===== src/bkpt_pkg.sv =====
`default_nettype none
// ----------------------------------------------------------------------------
// bkpt_pkg: shared types and constants for the breakpoint table
// Command codes, the lookup record that walks the cell row, and the
// broadcast slot write.
// ----------------------------------------------------------------------------
package bkpt_pkg;

	localparam int DEFAULT_NUM_SLOTS = 4;
	localparam int MAX_SLOTS         = 16;
	localparam int SLOT_IDX_W        = 4;  // covers MAX_SLOTS
	localparam int ADDR_W            = 16;
	localparam int CMD_W             = 2;
	localparam int SLOT_OUT_W        = 2;

	typedef logic [CMD_W-1:0]      cmd_t;
	typedef logic [SLOT_IDX_W-1:0] slot_idx_t;
	typedef logic [ADDR_W-1:0]     addr_t;

	localparam cmd_t CMD_CHECK  = 2'd0;
	localparam cmd_t CMD_SET    = 2'd1;
	localparam cmd_t CMD_CLEAR  = 2'd2;
	localparam cmd_t CMD_TOGGLE = 2'd3;

	// lookup record, picked up and refined by each cell in turn
	typedef struct packed {
		logic      valid;
		cmd_t      cmd;
		addr_t     addr;
		logic      hit;      // set, enabled and address equal
		logic      m_found;  // first address match, marks ignored
		slot_idx_t m_idx;
		logic      m_set;
		logic      m_en;
		logic      u_found;  // first unset slot
		slot_idx_t u_idx;
		logic      d_found;  // first disabled slot
		slot_idx_t d_idx;
	} walk_rec_t;

	// write broadcast from the control to every cell
	typedef struct packed {
		logic      we;
		slot_idx_t idx;
		addr_t     addr;
		logic      set_mark;
		logic      en_mark;
	} slot_wr_t;

endpackage
`default_nettype wire


===== src/bkpt_cell.sv =====
`default_nettype none
// ----------------------------------------------------------------------------
// bkpt_cell: one breakpoint slot
// Holds address and marks, folds its own compare into the passing record
// and registers it for the next cell.
// ----------------------------------------------------------------------------
module bkpt_cell #(
	parameter int CELL_IDX = 0
) (
	input  wire                   clk,
	input  wire                   arst_n,
	input  bkpt_pkg::walk_rec_t   rec_in,
	input  bkpt_pkg::slot_wr_t    wr,
	output bkpt_pkg::walk_rec_t   rec_out
);

	localparam bkpt_pkg::slot_idx_t MY_IDX = bkpt_pkg::SLOT_IDX_W'(CELL_IDX);

	bkpt_pkg::addr_t     addr_q;
	logic                set_q;
	logic                en_q;
	bkpt_pkg::walk_rec_t rec_s1;
	bkpt_pkg::walk_rec_t rec_nxt;
	logic                match;

	assign match = (addr_q == rec_in.addr);

	always_comb begin
		rec_nxt = rec_in;
		if (set_q && en_q && match)
			rec_nxt.hit = 1'b1;
		if (!rec_in.m_found && match) begin
			rec_nxt.m_found = 1'b1;
			rec_nxt.m_idx   = MY_IDX;
			rec_nxt.m_set   = set_q;
			rec_nxt.m_en    = en_q;
		end
		if (!rec_in.u_found && !set_q) begin
			rec_nxt.u_found = 1'b1;
			rec_nxt.u_idx   = MY_IDX;
		end
		if (!rec_in.d_found && !en_q) begin
			rec_nxt.d_found = 1'b1;
			rec_nxt.d_idx   = MY_IDX;
		end
	end

	always_ff @(posedge clk or negedge arst_n) begin
		if (!arst_n) begin
			addr_q <= '0;
			set_q  <= 1'b0;
			en_q   <= 1'b0;
			rec_s1 <= '0;
		end else begin
			rec_s1 <= rec_nxt;
			if (wr.we && wr.idx == MY_IDX) begin
				addr_q <= wr.addr;
				set_q  <= wr.set_mark;
				en_q   <= wr.en_mark;
			end
		end
	end

	assign rec_out = rec_s1;

endmodule
`default_nettype wire


===== src/breakpoint_table_unit.sv =====
`default_nettype none
// ----------------------------------------------------------------------------
// breakpoint_table_unit: hardware breakpoint comparator
// Slot table held in a row of cells; a lookup record walks the row.
// ----------------------------------------------------------------------------
// Flow: the accepted record is registered by each cell of the row in turn,
//   then captured as the finished record; result register and slot
//   write-back load on the same edge, once the output is free.
// Only one transaction is in the row at a time; a new one is taken only
//   after the result is loaded and the unit is back in idle.
// Reset: arst_n clears all slot addresses, marks, the victim pointer and
//   the output register at once; no clearing pass.
// ----------------------------------------------------------------------------
module breakpoint_table_unit #(
	parameter int NUM_SLOTS = bkpt_pkg::DEFAULT_NUM_SLOTS
) (
	input  wire        clk,
	input  wire        arst_n,
	// input stream
	input  wire        s_tvalid,
	output logic       s_tready,
	input  wire [15:0] s_tdata,   // [15:0] address
	input  wire [1:0]  s_tuser,   // [1:0] cmd
	// result stream
	output logic       m_tvalid,
	input  wire        m_tready,
	output logic [7:0] m_tdata    // [0] hit, [1] found, [3:2] slot,
	                              // [4] slot_set, [5] slot_enabled, [7:6] zero
);

	typedef enum logic [1:0] {
		ST_IDLE,
		ST_WALK,
		ST_FINISH
	} state_t;

	state_t                    state_q;
	bkpt_pkg::walk_rec_t       chain [NUM_SLOTS+1];
	bkpt_pkg::walk_rec_t       rec_head;
	logic [NUM_SLOTS-1:0]      valid_vec;
	bkpt_pkg::walk_rec_t       end_q;
	bkpt_pkg::slot_idx_t       victim_q;
	bkpt_pkg::slot_wr_t        wr;
	logic                      out_free;
	logic                      finish;
	logic                      in_xfer;
	logic                      adv_victim;
	logic                      r_hit;
	logic                      r_found;
	bkpt_pkg::slot_idx_t       r_idx;
	logic                      r_set;
	logic                      r_en;
	logic                      m_tvalid_q;
	logic [7:0]                m_tdata_q;

	assign s_tready = (state_q == ST_IDLE);
	assign in_xfer  = s_tvalid && s_tready;
	assign out_free = !m_tvalid_q || m_tready;
	assign finish   = (state_q == ST_FINISH) && out_free;

	// record entering the row: nothing found yet
	always_comb begin
		rec_head       = '0;
		rec_head.valid = in_xfer;
		rec_head.cmd   = bkpt_pkg::cmd_t'(s_tuser);
		rec_head.addr  = bkpt_pkg::addr_t'(s_tdata);
	end

	assign chain[0] = rec_head;

	for (genvar g = 0; g < NUM_SLOTS; g++) begin : g_cell
		bkpt_cell #(
			.CELL_IDX (g)
		) u_cell (
			.clk     (clk),
			.arst_n  (arst_n),
			.rec_in  (chain[g]),
			.wr      (wr),
			.rec_out (chain[g+1])
		);
		assign valid_vec[g] = chain[g+1].valid;
	end

	// Decide the result and the slot write from the finished record.
	// Set falls back: address match, first unset, first disabled, victim.
	always_comb begin
		r_hit      = 1'b0;
		r_found    = 1'b0;
		r_idx      = '0;
		r_set      = 1'b0;
		r_en       = 1'b0;
		adv_victim = 1'b0;
		wr         = '0;
		wr.addr    = end_q.addr;
		case (end_q.cmd)
			bkpt_pkg::CMD_CHECK: begin
				r_hit = end_q.hit;
			end
			bkpt_pkg::CMD_SET: begin
				r_found = 1'b1;
				r_set   = 1'b1;
				r_en    = 1'b1;
				if (end_q.m_found) begin
					r_idx = end_q.m_idx;
				end else if (end_q.u_found) begin
					r_idx = end_q.u_idx;
				end else if (end_q.d_found) begin
					r_idx = end_q.d_idx;
				end else begin
					r_idx      = victim_q;
					adv_victim = 1'b1;
				end
			end
			bkpt_pkg::CMD_CLEAR: begin
				r_found = end_q.m_found;
				r_idx   = end_q.m_found ? end_q.m_idx : '0;
			end
			bkpt_pkg::CMD_TOGGLE: begin
				r_found = end_q.m_found;
				r_idx   = end_q.m_found ? end_q.m_idx : '0;
				r_set   = end_q.m_found;
				r_en    = end_q.m_found && !end_q.m_en;
			end
			default: begin
				r_hit = 1'b0;
			end
		endcase
		// matched slot keeps its address; rewriting the same value is harmless
		wr.we       = finish && r_found;
		wr.idx      = r_idx;
		wr.set_mark = r_set;
		wr.en_mark  = r_en;
	end

	always_ff @(posedge clk or negedge arst_n) begin
		if (!arst_n) begin
			state_q    <= ST_IDLE;
			end_q      <= '0;
			victim_q   <= '0;
			m_tvalid_q <= 1'b0;
			m_tdata_q  <= '0;
		end else begin
			if (m_tvalid_q && m_tready)
				m_tvalid_q <= 1'b0;
			case (state_q)
				ST_IDLE: begin
					if (in_xfer)
						state_q <= ST_WALK;
				end
				ST_WALK: begin
					if (chain[NUM_SLOTS].valid) begin
						end_q   <= chain[NUM_SLOTS];
						state_q <= ST_FINISH;
					end
				end
				ST_FINISH: begin
					if (out_free) begin
						m_tvalid_q <= 1'b1;
						m_tdata_q  <= {2'b00, r_en, r_set,
							r_idx[bkpt_pkg::SLOT_OUT_W-1:0], r_found, r_hit};
						if (adv_victim) begin
							if (victim_q == bkpt_pkg::SLOT_IDX_W'(NUM_SLOTS - 1))
								victim_q <= '0;
							else
								victim_q <= victim_q + bkpt_pkg::slot_idx_t'(1);
						end
						state_q <= ST_IDLE;
					end
				end
				default: begin
					state_q <= ST_IDLE;
				end
			endcase
		end
	end

	assign m_tvalid = m_tvalid_q;
	assign m_tdata  = m_tdata_q;

	// at most one lookup record travels the row
	a_one_record: assert property (@(posedge clk) disable iff (!arst_n)
		$countones(valid_vec) <= 1)
		else $error("more than one record in the cell row");

	// an accepted transaction enters the first cell on the next edge
	a_enter_row: assert property (@(posedge clk) disable iff (!arst_n)
		in_xfer |=> chain[1].valid)
		else $error("accepted transaction missing from first cell");

	// finishing always presents a result and frees the input
	a_finish_out: assert property (@(posedge clk) disable iff (!arst_n)
		finish |=> m_tvalid && s_tready)
		else $error("finished lookup gave no result");

	// no input is taken while a record is in the row
	a_no_take_busy: assert property (@(posedge clk) disable iff (!arst_n)
		(valid_vec != '0) |-> !s_tready)
		else $error("input ready while lookup in flight");

endmodule
`default_nettype wire

===== config.mk =====
export PLATFORM = sky130hd
export DESIGN_NAME = breakpoint_table_unit
export DESIGN_NICKNAME = d
export VERILOG_FILES = /design/src/bkpt_pkg.sv /design/src/bkpt_cell.sv /design/src/breakpoint_table_unit.sv
export SDC_FILE = /design/constraint.sdc
export NUM_CORES = 1
export LEC_CHECK = 0
export ABC_CLOCK_PERIOD_IN_PS = 4800
export BUFFER_PORTS_ARGS = -buffer_cell sky130_fd_sc_hd__buf_4
export CAP_MARGIN = 10
export CORE_MARGIN = 2
export CORE_UTILIZATION = 40
export DETAILED_ROUTE_END_ITERATION = 7
export PLACE_DENSITY = 0.67
export SYNTH_ARGS = -nofsm -noshare
export SYNTH_HDL_FRONTEND = slang
export SYNTH_SLANG_ARGS = --single-unit

===== constraint.sdc =====
create_clock -name clk -period 4.8 [get_ports clk]
set_clock_uncertainty 0.2 [all_clocks]
set_input_delay 0.96 -clock clk [delete_from_list [all_inputs] [get_ports clk]]
set_output_delay 0.96 -clock clk [all_outputs]
set_load 0.02 [all_outputs]

---- Word level (Yosys, flattened, before mapping) ----
Index checks and enable logic that the tools add are counted.
storage, ports and cells
  bits in registers ....................... 267
  bits of input ports ..................... 22
  output and inout port bits .............. 10
cells by class
  add/subtract/negate cells ............... 1
  equal/unequal tests ..................... 16
  multiplexer cells ....................... 37
  reduce and logical (&&, ||, !) cells .... 52
operators by type and width
  cell                                           count
  == test 16 bit                                 4
  two-way mux 5 bit                              8
  two-way mux 7 bit                              4
  logical AND 1 bit                              26
  two-way mux 4 bit                              5
  zero test 1 bit                                17
  == test 4 x 2 -> 1 bit, second input constant  3
  two-way mux 1 bit                              12
  one-hot mux 4 bit (2 select lines)             1
  == test 2 bit, second input constant           3
  two-way mux 2 bit                              3
  one-hot mux 1 bit (2 select lines)             3
  one-hot mux 2 bit (3 select lines)             1
  AND reduction 3 bit                            2
  adder 4 x 1 -> 4 bit, second input constant    1
  == test 2 x 1 -> 1 bit, second input constant  2
  == test 4 x 1 -> 1 bit, second input constant  1
  zero test 2 bit                                2
  zero test 4 bit                                1
  != test 2 x 1 -> 1 bit, second input constant  2
  AND reduction 2 bit                            2
  != test 2 bit, second input constant           1
  OR reduction 2 bit                             1
  logical OR 1 bit                               1

---- Logic depth before layout (Yosys ltp) ----
  depth after elaboration ................. 6
  gate-level depth with buffers ........... 7

---- Hierarchy ----
Synthesis repeated with hierarchy kept, for this count alone.
unflattened totals
  cell total of the unflattened synthesis .. 629
  area total of the unflattened synthesis .. 9808.2 um^2
modules (own cells, without submodules)
  module                             times used  cells an instance  area each (um^2)  sequential area each (um^2)
  bkpt_cell at g_cell[1].u_cell ...  2           120                1921.8            1376.3
  breakpoint_table_unit              1           150                2117.0            1201.2
  bkpt_cell at g_cell[0].u_cell      1           120                1928.1            1376.3
  bkpt_cell at g_cell[3].u_cell      1           119                1919.3            1376.3

---- Worst setup path before layout ----
Ideal clock, no wire load.
  path type ............................... input to register
  from .................................... input port m_tready
  to ...................................... register g_cell[0].u_cell.addr_q[10]
  setup time .............................. 0.125 ns
  arrival time ............................ 2.288 ns
  required time ........................... 4.475 ns
  slack ................................... 2.187 ns
  cell stages on the path ................. 7
  path buffers ............................ 2
  cell sequence ........................... nand2b_1 -> nand2b_4 -> nor3_4 -> nor3b_2 -> buf_6 -> buf_12 -> mux2_4
on the way
  cells in the longest elaborated chain, start to end .. 4
RTL lines
  element                 RTL line                      RTL
  start: declaration      breakpoint_table_unit.sv:26   input wire m_tready,
  logical OR 1 bit        breakpoint_table_unit.sv:58   assign out_free = !m_tvalid_q || m_tready;
  logical AND 1 bit       breakpoint_table_unit.sv:59   assign finish = (state_q == ST_FINISH) && out_free;
  logical AND 1 bit       breakpoint_table_unit.sv:129  wr.we = finish && r_found;
  logical AND 1 bit       bkpt_cell.sv:56               if (wr.we && wr.idx == MY_IDX) begin
  end signal: assignment  bkpt_cell.sv:57               addr_q <= wr.addr;
  end: declaration        bkpt_cell.sv:19               bkpt_pkg::addr_t addr_q;
Every way passes these cells.
A chain may end at the register's enable or synchronous reset.

---- Worst setup path after layout ----
  from .................................... register end_q[16] (netlist name)
  to ...................................... register g_cell[3].u_cell.addr_q[7]
on the way
  cells in the longest elaborated chain, start to end .. 4
  elaborated cells on any way between the ends .. 7
  those cells by class .................... eq/ne: 1; mux: 4; reduce/logical: 2
RTL lines
  element                               RTL line                                                                                  RTL
  start: declaration                    breakpoint_table_unit.sv:41                                                               bkpt_pkg::walk_rec_t end_q;
  start signal: assignment              breakpoint_table_unit.sv:152                                                              end_q <= chain[NUM_SLOTS];
  two-way mux 4 bit (on tied branches)  breakpoint_table_unit.sv:116, breakpoint_table_unit.sv:120, breakpoint_table_unit.sv:103
  one-hot mux 4 bit (2 select lines)    breakpoint_table_unit.sv:95                                                               case (end_q.cmd)
  == test 4 x 2 -> 1 bit                bkpt_cell.sv:56
  logical AND 1 bit (*)                 bkpt_cell.sv:56
  end signal: assignment                bkpt_cell.sv:57
  end: declaration                      bkpt_cell.sv:19
Mark *: on every way between the ends. The rest lies on a longest branch, timed or not.

==> key figures <==
Placed design
  – DP HPWL: 9.26 mm
  – Placed cell area: 8840 sq um
  – Routability congestion estimate: 0.764
  – PortBufs: 29

Synthesis
  – Synth warnings: 0
  – Mapped Avg Cell Area: 16.1 sq um
  – Synth Flop Type: dfrtp_1
  – Ys async rst share: 100%
  – Register area share after synthesis: 67.5%
  – Cells after synthesis: 518
  – FF+latch count, synth: 225
  – Cell Area, Synth: 8340 sq um
  – Post-synth EDFFs: 0
  – Yosys cell types: 40

Finish
  – Antenna diodes: 0
  – Finished Cell Area: 9640 sq um
  – Commonest cells after routing, fill and taps aside: dfrtp_1 (225), mux2_2 (78), xor2_1 (49)
  – Fraction of layout cells with a size suffix above 1: 32.8%
  – FILL cells: 1,767
  – Layout area overhead: 15.6%
  – Commonest non-fill, non-tap cell in the layout: dfrtp_1
  – Final nets: 590

Detailed routing
  – Vias: 4,094
  – Drt pass-1 iters: 4
  – Drt total wl: 14.2 mm
  – DRT antenna net count: 0
  – Iter 0 DRT Violations: 159
  – WL per Instance: 16.6 um
  – DR DRC count: 0
  – Vias/cell: 4.79

Power and ir drop
  – Power per standard cell area: 486 nW/um^2
  – Max VDD drop: 247 uV
  – Cell leakage power: 4.69 nW

Floorplan
  – Core area: 20,400 sq um
  – Initial Utilization: 40.9%
  – Die area: 22,000 sq um
  – I/O pins: 32
  – Die width: 148 um
  – DIE HEIGHT: 148 um
  – Row cnt: 52

Timing
  – Fin. Hold Viols: 0
  – Slew at the pin with the worst max-slew slack: 1.14 ns
  – Fin crit share: 51.9%
  – Final setup fails: 0
  – Slew Viols, Final: 0
  – Unrepaired setup endpoints after global routing: false
  – Post-layout min period: 2.49 ns
  – Fin Setup TNS: 0 ns
  – Fmax achieved: 0.402 GHz
  – Max-slew headroom: 24.1%

CTS
  – # clock sinks: 225
  – Setup repair bufs after CTS: 0
  – Clock transition at path regs: 0.06 ns
  – CTS tree: yes
  – CTS buffer count: 24
  – Cts hold-fix bufs: 0
  – PostCTS Resize Cnt: 0
  – CTS H-tree depth: 1
  – Root Buffer: clkbuf_16
  – CTS max path bufs: 3
  – Worst-Skew Late Latency: 0.50 ns

Job
  – Max cap viols: 0

Critical path
  – Worst path required time: 4.99 ns
  – Reg2Reg Setup Slack: 2.31 ns
  – CP Class: flop to flop
  – Reg2reg start: end_q[16]
  – Crit path max fanout: 18
  – Register-to-Register Path Depth: 6
  – Reg2reg end: g_cell[3].u_cell.addr_q[7]
  – CP arrival: 2.68 ns
  – Setup crit start kind: flop
  – CP endpoint: g_cell[3].u_cell.addr_q[7]
  – Crit path launch: end_q[16]
  – Setup crit end kind: flop

Global routing
  – Vias in the first global route: 4,438
  – Remaining Overflow, GRT: 0
  – First-pass GRT wire length: 23.6 mm
  – Largest net degree at the start of global routing: 153
  – Antenna violations before repair: 0
  – All-layer global routing usage: 13.7%

Status
  – Outcome: finished, final reports clean

Min path
  – Hold Crit Class: flop to flop
==> final cells by class <==
| type | instances | area, sq um | share of cell area, % |
|---|---|---|---|
| well taps | 270 | 338 | 3.50 |
| flip-flops and latches | 225 | 5630 | 58.4 |
| inverters | 5 | 18.8 | 0.195 |
| multi-input cells | 276 | 2580 | 26.8 |
| repair buffers | 35 | 270 | 2.80 |
| clock buffers | 35 | 723 | 7.50 |
| clock inverters | 9 | 75.1 | 0.779 |
==> per-layer routing <==
layer	GRT usage, %	part of all wire (%)	up-vias
met1	19.2	46	2123
met3	2.45	3.6	30
met4	4.10	2.5	0
li1	-	-	1873
met2	22.1	48	68
met5	0	0	-
==> per-stage QoR <==
stage / utilization (%) / hold WS (ns) / std cells / power (mW) / worst slack (ns)
after floorplan: - / 0.131 / 519 / 2.68 / 2.19
after global placement: 43.4 / 0.135 / 811 / 2.89 / 1.83
after detailed placement: 43.4 / 0.135 / 811 / 2.92 / 1.82
after CTS: 47.3 / 0.147 / 855 / 4.74 / 2.32
after global routing: 47.3 / 0.151 / 855 / 4.91 / 2.11
final: 47.3 / 0.145 / 855 / 4.68 / 2.31
==> critical path: stages (launching register included) <==
cell and delay (ns):
dfrtp_1 0.45, nor2_1 0.16, o21ai_0 0.10, o21ai_1 0.48, and3_1 0.25, buf_4 0.34
mux2_2 0.38
==> kinds of logic (layout without fill, tap and decap cells) <==
| kind of cell | count (synthesis) | count (layout) | synth area share [%] |
|---|---|---|---|
| flip-flops | 225 | 225 | 67.5 |
| multiplexers | 111 | 111 | 16.3 |
| AND/OR/NAND/NOR | 75 | 75 | 5.63 |
| XOR/XNOR | 65 | 65 | 6.83 |
| AO/OA/AOI/OAI | 22 | 22 | 1.91 |
| buffers and inverters | 18 | 84 | 1.62 |
| adder cells (fa/ha/maj) | 1 | 1 | 0.150 |
| other | 1 | 2 | 0.0450 |
==> worst min path at each step <==
stage / cells after the start / slack (ns) / start / endpoint
after CTS: 0 / 0.15 / g_cell[2].u_cell.rec_out[35] / g_cell[3].u_cell.rec_out[35]
after floorplan: 0 / 0.13 / g_cell[0].u_cell.rec_out[34] / g_cell[1].u_cell.rec_out[34]
after detailed placement: 0 / 0.13 / g_cell[1].u_cell.rec_out[34] / g_cell[2].u_cell.rec_out[34]
after global placement: 0 / 0.13 / g_cell[1].u_cell.rec_out[35] / g_cell[2].u_cell.rec_out[35]
after global routing: 0 / 0.15 / g_cell[1].u_cell.rec_out[35] / g_cell[2].u_cell.rec_out[35]
final: 0 / 0.14 / g_cell[2].u_cell.rec_out[35] / g_cell[3].u_cell.rec_out[35]
==> synthesized netlist by cell type, types with 3 or more instances <==
library cell / instances / share of area [%]
xor2_1: 49 / 5.1
buf_4: 3 / 0.27
dfrtp_1: 225 / 68
nand2b_1: 11 / 0.83
inv_1: 5 / 0.23
nor2_1: 15 / 0.68
buf_6: 3 / 0.41
mux2_4: 30 / 5.4
xnor2_1: 16 / 1.7
a211oi_1: 3 / 0.27
nor2b_1: 4 / 0.30
o21ai_0: 4 / 0.24
o21bai_1: 7 / 0.63
nor4_1: 14 / 1.1
clkbuf_1: 4 / 0.18
nand2_1: 9 / 0.41
nand4_1: 7 / 0.53
mux2_2: 78 / 11
==> state kept, by name (all words and copies together) (netlist names) <==
register               flops
g_cell.u_cell.set_q        4
g_cell.u_cell.addr_q      64
m_tdata                    6
state_q                    2
end_q                     29
g_cell.u_cell.rec_out    111
g_cell.u_cell.en_q         4
victim_q                   4
m_tvalid                   1
==> where the power goes <==
group | switching [mW] | total [mW] | internal (mW) | leakage (nW)
sequential | 0.213 | 2.34 | 2.13 | 2.86
clock | 0.705 | 1.80 | 1.10 | 0.394
combinational | 0.252 | 0.542 | 0.290 | 1.44
Note: power is estimated with default switching activity, not from simulation.
